`src/lbpg_pkg.sv`:
```
`timescale 1ns / 1ps
`default_nettype none

package lbpg_pkg;

    localparam int TIME_W = 32;
    localparam int IDX_W  = 5;
    localparam int CFG_INDEX_W = 3;
    localparam int CFG_DATA_W  = 32;

    // led modes
    localparam logic [1:0] MODE_STATIC  = 2'd0;
    localparam logic [1:0] MODE_ONOFF   = 2'd1;
    localparam logic [1:0] MODE_PATTERN = 2'd2;

    // pattern length codes
    localparam logic [1:0] LEN_8  = 2'd0;
    localparam logic [1:0] LEN_16 = 2'd1;
    localparam logic [1:0] LEN_32 = 2'd2;

    // input kinds
    localparam logic OP_TICK  = 1'b0;
    localparam logic OP_START = 1'b1;

    // register map
    localparam logic [CFG_INDEX_W-1:0] REG_MODE           = 3'd0;
    localparam logic [CFG_INDEX_W-1:0] REG_STATIC_LEVEL   = 3'd1;
    localparam logic [CFG_INDEX_W-1:0] REG_ON_TIME        = 3'd2;
    localparam logic [CFG_INDEX_W-1:0] REG_OFF_TIME       = 3'd3;
    localparam logic [CFG_INDEX_W-1:0] REG_PATTERN_WORD   = 3'd4;
    localparam logic [CFG_INDEX_W-1:0] REG_PATTERN_LENGTH = 3'd5;
    localparam logic [CFG_INDEX_W-1:0] REG_BIT_TIME       = 3'd6;
    localparam logic [CFG_INDEX_W-1:0] REG_INVERSE        = 3'd7;

    localparam logic [TIME_W-1:0] PHASE_TIME_RESET = 32'd1000;

    // index mask for the used part of the pattern word
    function automatic logic [IDX_W-1:0] len_mask(input logic [1:0] len);
        logic [IDX_W-1:0] m;
        case (len)
            LEN_8:   m = 5'd7;
            LEN_16:  m = 5'd15;
            default: m = 5'd31;
        endcase
        return m;
    endfunction

    // most significant used bit first
    function automatic logic pattern_bit(input logic [31:0] word,
                                         input logic [IDX_W-1:0] mask,
                                         input logic [IDX_W-1:0] idx);
        logic [IDX_W-1:0] sh;
        sh = mask - (idx & mask);
        return word[sh];
    endfunction

endpackage

`default_nettype wire

```
`src/led_blink_pattern_generator_unit.sv`:
```
`timescale 1ns / 1ps
`default_nettype none
// an accepted input beat is held in the input register, and its result is registered into the
// output register that drives m_tvalid
// throughput: one item per cycle while the output is not stalled, set by the state update stage
// while a result waits on m_tready the input register takes one more beat, then holds off
// reset: synchronous, active low; clears the led state and loads the register defaults

module led_blink_pattern_generator_unit
    import lbpg_pkg::*;
(
    input  wire logic                   aclk,
    input  wire logic                   aresetn,
    input  wire logic                   s_tvalid,
    output logic                        s_tready,
    input  wire logic [31:0]            s_tdata,   // [31:0] now_ms
    input  wire logic                   s_tuser,   // [0] op
    output logic                        m_tvalid,
    input  wire logic                   m_tready,
    output logic [7:0]                  m_tdata,   // [0] pin_level, [1] changed, [7:2] zero
    input  wire logic                   cfg_valid,
    output logic                        cfg_ready,
    input  wire logic [CFG_INDEX_W-1:0] cfg_index,
    input  wire logic [CFG_DATA_W-1:0]  cfg_data
);

    logic [1:0]        mode_reg;
    logic              static_level_reg;
    logic [TIME_W-1:0] on_time_reg;
    logic [TIME_W-1:0] off_time_reg;
    logic [31:0]       pattern_word_reg;
    logic [1:0]        pattern_length_reg;
    logic [TIME_W-1:0] bit_time_reg;
    logic              inverse_reg;

    logic              in_valid_reg, in_valid_next;
    logic              in_op_reg;
    logic [TIME_W-1:0] in_now_reg;

    logic              lit_reg, lit_next;
    logic [TIME_W-1:0] last_change_reg, last_change_next;
    logic [IDX_W-1:0]  bit_index_reg, bit_index_next;

    logic              m_valid_reg, m_valid_next;
    logic              pin_reg, pin_next;
    logic              changed_reg, changed_next;

    logic              advance;
    logic              s_accept;
    logic              work;
    logic [TIME_W-1:0] elapsed;
    logic [TIME_W-1:0] limit;
    logic [IDX_W-1:0]  mask;
    logic [IDX_W-1:0]  idx_inc;
    logic              lit_new;
    logic [IDX_W-1:0]  idx_new;
    logic              chg;

    assign cfg_ready = 1'b1;
    assign advance   = !m_valid_reg || m_tready;
    assign s_tready  = !in_valid_reg || advance;
    assign s_accept  = s_tvalid && s_tready;
    assign work      = in_valid_reg && advance;

    assign elapsed = in_now_reg - last_change_reg;
    assign limit   = lit_reg ? on_time_reg : off_time_reg;
    assign mask    = len_mask(pattern_length_reg);
    assign idx_inc = (bit_index_reg + 5'd1) & mask;

    always_comb begin
        lit_new = lit_reg;
        idx_new = bit_index_reg;
        chg     = 1'b0;
        if (in_op_reg == OP_START) begin
            chg = 1'b1;
            case (mode_reg)
                MODE_ONOFF: lit_new = 1'b1;
                MODE_PATTERN: begin
                    idx_new = '0;
                    lit_new = pattern_bit(pattern_word_reg, mask, '0);
                end
                default: lit_new = static_level_reg;
            endcase
        end else begin
            case (mode_reg)
                MODE_ONOFF: begin
                    if (elapsed >= limit) begin
                        lit_new = !lit_reg;
                        chg     = 1'b1;
                    end
                end
                MODE_PATTERN: begin
                    if (elapsed >= bit_time_reg) begin
                        idx_new = idx_inc;
                        lit_new = pattern_bit(pattern_word_reg, mask, idx_inc);
                        chg     = 1'b1;
                    end
                end
                default: begin
                    if (lit_reg != static_level_reg) begin
                        lit_new = static_level_reg;
                        chg     = 1'b1;
                    end
                end
            endcase
        end
    end

    always_comb begin
        in_valid_next    = s_accept ? 1'b1 : (advance ? 1'b0 : in_valid_reg);
        lit_next         = work ? lit_new : lit_reg;
        bit_index_next   = work ? idx_new : bit_index_reg;
        last_change_next = (work && chg) ? in_now_reg : last_change_reg;
        m_valid_next     = advance ? in_valid_reg : m_valid_reg;
        pin_next         = work ? (lit_new ^ inverse_reg) : pin_reg;
        changed_next     = work ? chg : changed_reg;
    end

    always_ff @(posedge aclk) begin
        if (!aresetn) begin
            in_valid_reg    <= 1'b0;
            m_valid_reg     <= 1'b0;
            lit_reg         <= 1'b0;
            last_change_reg <= '0;
            bit_index_reg   <= '0;
        end else begin
            in_valid_reg    <= in_valid_next;
            m_valid_reg     <= m_valid_next;
            lit_reg         <= lit_next;
            last_change_reg <= last_change_next;
            bit_index_reg   <= bit_index_next;
        end
    end

    // payload registers
    always_ff @(posedge aclk) begin
        if (s_accept) begin
            in_op_reg  <= s_tuser;
            in_now_reg <= s_tdata;
        end
        pin_reg     <= pin_next;
        changed_reg <= changed_next;
    end

    always_ff @(posedge aclk) begin
        if (!aresetn) begin
            mode_reg           <= MODE_STATIC;
            static_level_reg   <= 1'b0;
            on_time_reg        <= PHASE_TIME_RESET;
            off_time_reg       <= PHASE_TIME_RESET;
            pattern_word_reg   <= '0;
            pattern_length_reg <= LEN_32;
            bit_time_reg       <= '0;
            inverse_reg        <= 1'b0;
        end else if (cfg_valid && cfg_ready) begin
            case (cfg_index)
                REG_MODE:           mode_reg           <= cfg_data[1:0];
                REG_STATIC_LEVEL:   static_level_reg   <= cfg_data[0];
                REG_ON_TIME:        on_time_reg        <= cfg_data;
                REG_OFF_TIME:       off_time_reg       <= cfg_data;
                REG_PATTERN_WORD:   pattern_word_reg   <= cfg_data;
                REG_PATTERN_LENGTH: pattern_length_reg <= cfg_data[1:0];
                REG_BIT_TIME:       bit_time_reg       <= cfg_data;
                REG_INVERSE:        inverse_reg        <= cfg_data[0];
                default: ;
            endcase
        end
    end

    assign m_tvalid = m_valid_reg;
    assign m_tdata  = {6'd0, changed_reg, pin_reg};

endmodule

`default_nettype wire

```
`config.mk`:
```
export PLATFORM = sky130hd
export DESIGN_NAME = led_blink_pattern_generator_unit
export DESIGN_NICKNAME = d
export VERILOG_FILES = /design/src/lbpg_pkg.sv /design/src/led_blink_pattern_generator_unit.sv
export SDC_FILE = /design/constraint.sdc
export NUM_CORES = 1
export LEC_CHECK = 0
export BUFFER_PORTS_ARGS = -buffer_cell sky130_fd_sc_hd__buf_4
export CAP_MARGIN = 20
export CELL_PAD_IN_SITES_DETAIL_PLACEMENT = 2
export CELL_PAD_IN_SITES_GLOBAL_PLACEMENT = 2
export CORE_MARGIN = 2
export CORE_UTILIZATION = 38
export CTS_BUF_LIST = sky130_fd_sc_hd__clkbuf_8 sky130_fd_sc_hd__clkbuf_16
export DETAILED_ROUTE_END_ITERATION = 12
export GPL_TIMING_DRIVEN = 1
export PLACE_DENSITY = 0.89
export SLEW_MARGIN = 15
export SYNTH_ARGS = -nofsm -noshare
export SYNTH_HDL_FRONTEND = slang
export SYNTH_SLANG_ARGS = --single-unit
```
`constraint.sdc`:
```
create_clock -name aclk -period 6.1 [get_ports aclk]
set_input_delay 0.915 -clock aclk [delete_from_list [all_inputs] [get_ports aclk]]
set_output_delay 0.915 -clock aclk [all_outputs]
set_load 0.005 [all_outputs]
```
==> impl_metrics.env <==
export IMPL_fin_crit_ns=5.66
export IMPL_status="completed"
export IMPL_synth_distinct_cells=61
export IMPL_leakage_nw=4.97
export IMPL_hold_viol=0
export IMPL_power_density_mw_per_mm2=276
export IMPL_cp_max_fo=32
export IMPL_drc_errors=0
export IMPL_netlist_instances=1354
export IMPL_fmax_ghz=0.177
export IMPL_period_share=0.928
export IMPL_vias_per_cell=5.56
export IMPL_synth_seq_cells=209
export IMPL_clock_skew_ns=0.0125
export IMPL_cp_startpoint="in_now_reg[1]$_DFFE_PP_"
export IMPL_dp_final_hpwl_mm=27.1
export IMPL_drtIter0Drc=401
export IMPL_grt_use_total=0.248
export IMPL_cts_htree_levels=1
export IMPL_cp_data_required_time_ns=6.55
export IMPL_clockBufferDepth=3
export IMPL_place_inst=1764
export IMPL_timing_setup_critical_path_class="reg -> reg"
export IMPL_cp_slowest_cell="a221oi_1"
export IMPL_rsz0062_at_grt="false"
export IMPL_fp_coreArea_sq_mm=0.0304
export IMPL_diodes=0
export IMPL_ctsHoldBuffers=0
export IMPL_critPathCaptureType="register"
export IMPL_clk_root_buffer_cell="clkbuf_16"
export IMPL_die_w_um=179
export IMPL_clk_pin_slew_worst_paths_ns=0.06
export IMPL_overflow=0
export IMPL_start_kind="register"
export IMPL_cts_setup_buffers=0
export IMPL_ys_top_cells_by_area="dfxtp_1 (30%), nand2_1 (12%), ha_1 (11%)"
export IMPL_drtPass1Iterations=4
export IMPL_design_area_sq_mm=0.0134
export IMPL_r2r_setup_slack_ns=0.44
export IMPL_layout_common_cells="nand2_1 (361), dfxtp_1 (173), a21boi_0 (120)"
export IMPL_holdPathStages=2
export IMPL_r2r_start="in_now_reg[1]$_DFFE_PP_"
export IMPL_drive_gt1_frac=0.102
export IMPL_synthFlopType="dfxtp_1"
export IMPL_worstHoldStart="last_change_reg[28]$_SDFFE_PN0P_"
export IMPL_place_congestion=0.829
export IMPL_final_common_cell="nand2_1"
export IMPL_tns_ns=0
export IMPL_drt_wl_total_mm=39.1
export IMPL_clk_insertion_delay_late_ns=0.54
export IMPL_fin_hold_ws_ns=0.458
export IMPL_dieHeight_um=179
export IMPL_r2r_worst_path_cells=17
export IMPL_ir_worst_vdd_uv=210
export IMPL_antenna_found_initial=0
export IMPL_nets=1570
export IMPL_wl_per_cell_um=21.6
export IMPL_max_stage_delay_ns=0.76
export IMPL_worst_pin_slew_ns=1.03
export IMPL_grt_pass1_wl_mm=61.9
export IMPL_path_cells="ha_1 -> nor2b_1 -> o31ai_1 -> a21oi_1 -> o21bai_1 -> a31oi_1 -> a221oi_1 -> o311ai_0 -> ha_1 -> nand4_1 -> nor4_1 -> o2111a_1 -> o211ai_1 -> o211ai_1 -> and2_2 -> buf_12 -> mux2i_1"
export IMPL_synth_top_area_share=0.299
export IMPL_ctsResizeCount=0
export IMPL_slew_headroom=0.313
export IMPL_initial_utilization=0.383
export IMPL_first_global_vias=11500
export IMPL_cts_buffers=26
export IMPL_vias=10100
export IMPL_synth_edf_count=35
export IMPL_stdcell_count=1812
export IMPL_cts_sinks=209
export IMPL_placed_area_sq_mm=0.0125
export IMPL_slew_viol_final=0
export IMPL_drtAntennaViolNets=0
export IMPL_grt_start_max_net_pins=129
export IMPL_syn_avg_cell_area_sq_um=8.61
export IMPL_portBuffers=76
export IMPL_hold_path_class="reg -> reg"
export IMPL_async_flop_share=0
export IMPL_setup_viol=0
export IMPL_syn_area_sq_mm=0.0117
export IMPL_drv_cap=0
export IMPL_synth_largest_area_cell="dfxtp_1"
export IMPL_area_growth_pct=14.6
export IMPL_rows=64
export IMPL_io_pins=84
export IMPL_rr_endpoint="last_change_reg[25]$_SDFFE_PN0P_"
export IMPL_whs_endpoint="last_change_reg[28]$_SDFFE_PN0P_"
export IMPL_worstPathArrival_ns=6.10
export IMPL_cts_tree="yes"
export IMPL_seq_area_frac_synth=0.389
export IMPL_yosysWarnings=0
export IMPL_die_area_sq_mm=0.0321
where the power goes:
part,internal (mW),switching [mW],leakage [nW]
combinational,0.277,0.420,2.78
sequential,1.45,0.0340,1.75
clock,0.885,0.617,0.442
total,2.61,1.07,4.97
how the worst max path moves through the flow:
stage	end	slack, ns	cells past startpoint
5_1_grt	last_change_reg[15]$_SDFFE_PN0P_	0.06	17
2_1_floorplan	last_change_reg[0]$_SDFFE_PN0P_	1.39	19
3_5_place_dp	last_change_reg[15]$_SDFFE_PN0P_	0.67	18
4_1_cts	last_change_reg[15]$_SDFFE_PN0P_	0.47	17
3_3_place_gp	pin_reg$_DFFE_PP_	1.00	17
6_report	last_change_reg[25]$_SDFFE_PN0P_	0.44	17
kinds of logic (layout without fill, tap and decap cells):
kind of cell	count (synthesis)	count (layout)	share of synthesized area
simple gates	504	504	0.185
compound gates	279	279	0.163
flops	209	209	0.389
buf+inv	148	205	0.0512
fa+ha+maj	101	101	0.109
mux	84	84	0.0829
xor+xnor	27	27	0.0203
other cells	2	7	0.000644
critical path, delay by kind of cell, from the launching register on:
family | cells | cell delay, ns
fa+ha+maj | 2 | 0.74
compound gates | 9 | 2.84
flops | 1 | 0.44
buf+inv | 1 | 0.24
mux | 1 | 0.25
simple gates | 4 | 1.03
layer usage:
layer,vias up,GRT usage,part of all wire
li1,4716,-,-
met3,101,0.0269,0.028
met4,0,0.120,0.053
met1,5075,0.280,0.41
met2,188,0.461,0.51
met5,-,0,0
through the flow:
step	worst slack (ns)	util	power [mW]
global placement	1.00	0.412	2.13
finish	0.442	0.439	3.68
detailed placement	0.668	0.412	2.19
CTS	0.469	0.439	3.72
floorplan	1.39	-	1.94
global route	0.0574	0.439	3.86
cells in the mapped netlist, types with 5 or more instances:
library cell / number
nand2_1: 361
dfxtp_1: 174
a21boi_0: 120
ha_1: 100
inv_1: 74
mux2i_1: 73
clkbuf_1: 57
a21oi_1: 55
nand3_1: 36
edfxtp_1: 35
nor2_1: 32
o21ai_0: 30
a21o_1: 21
xnor2_1: 19
nor2b_1: 18
nand4_1: 11
buf_4: 10
mux4_2: 10
nor3_1: 8
o21bai_1: 8
xor2_1: 8
o211ai_1: 7
o21a_1: 6
a31oi_1: 5
and4_1: 5
nand2b_1: 5
nor3b_1: 5
final cells by class:
| type | instances | area (sq um) |
|---|---|---|
| fillers | 3375 | 17100 |
| multi-input cells | 1002 | 6590 |
| flip-flops and latches | 209 | 4540 |
| clock buffers | 31 | 731 |
| repair buffers | 83 | 639 |
| well taps | 396 | 495 |
| inverters | 74 | 278 |
| clock inverters | 17 | 98.8 |
No activity file was read; power rests on OpenSTA's default activity.
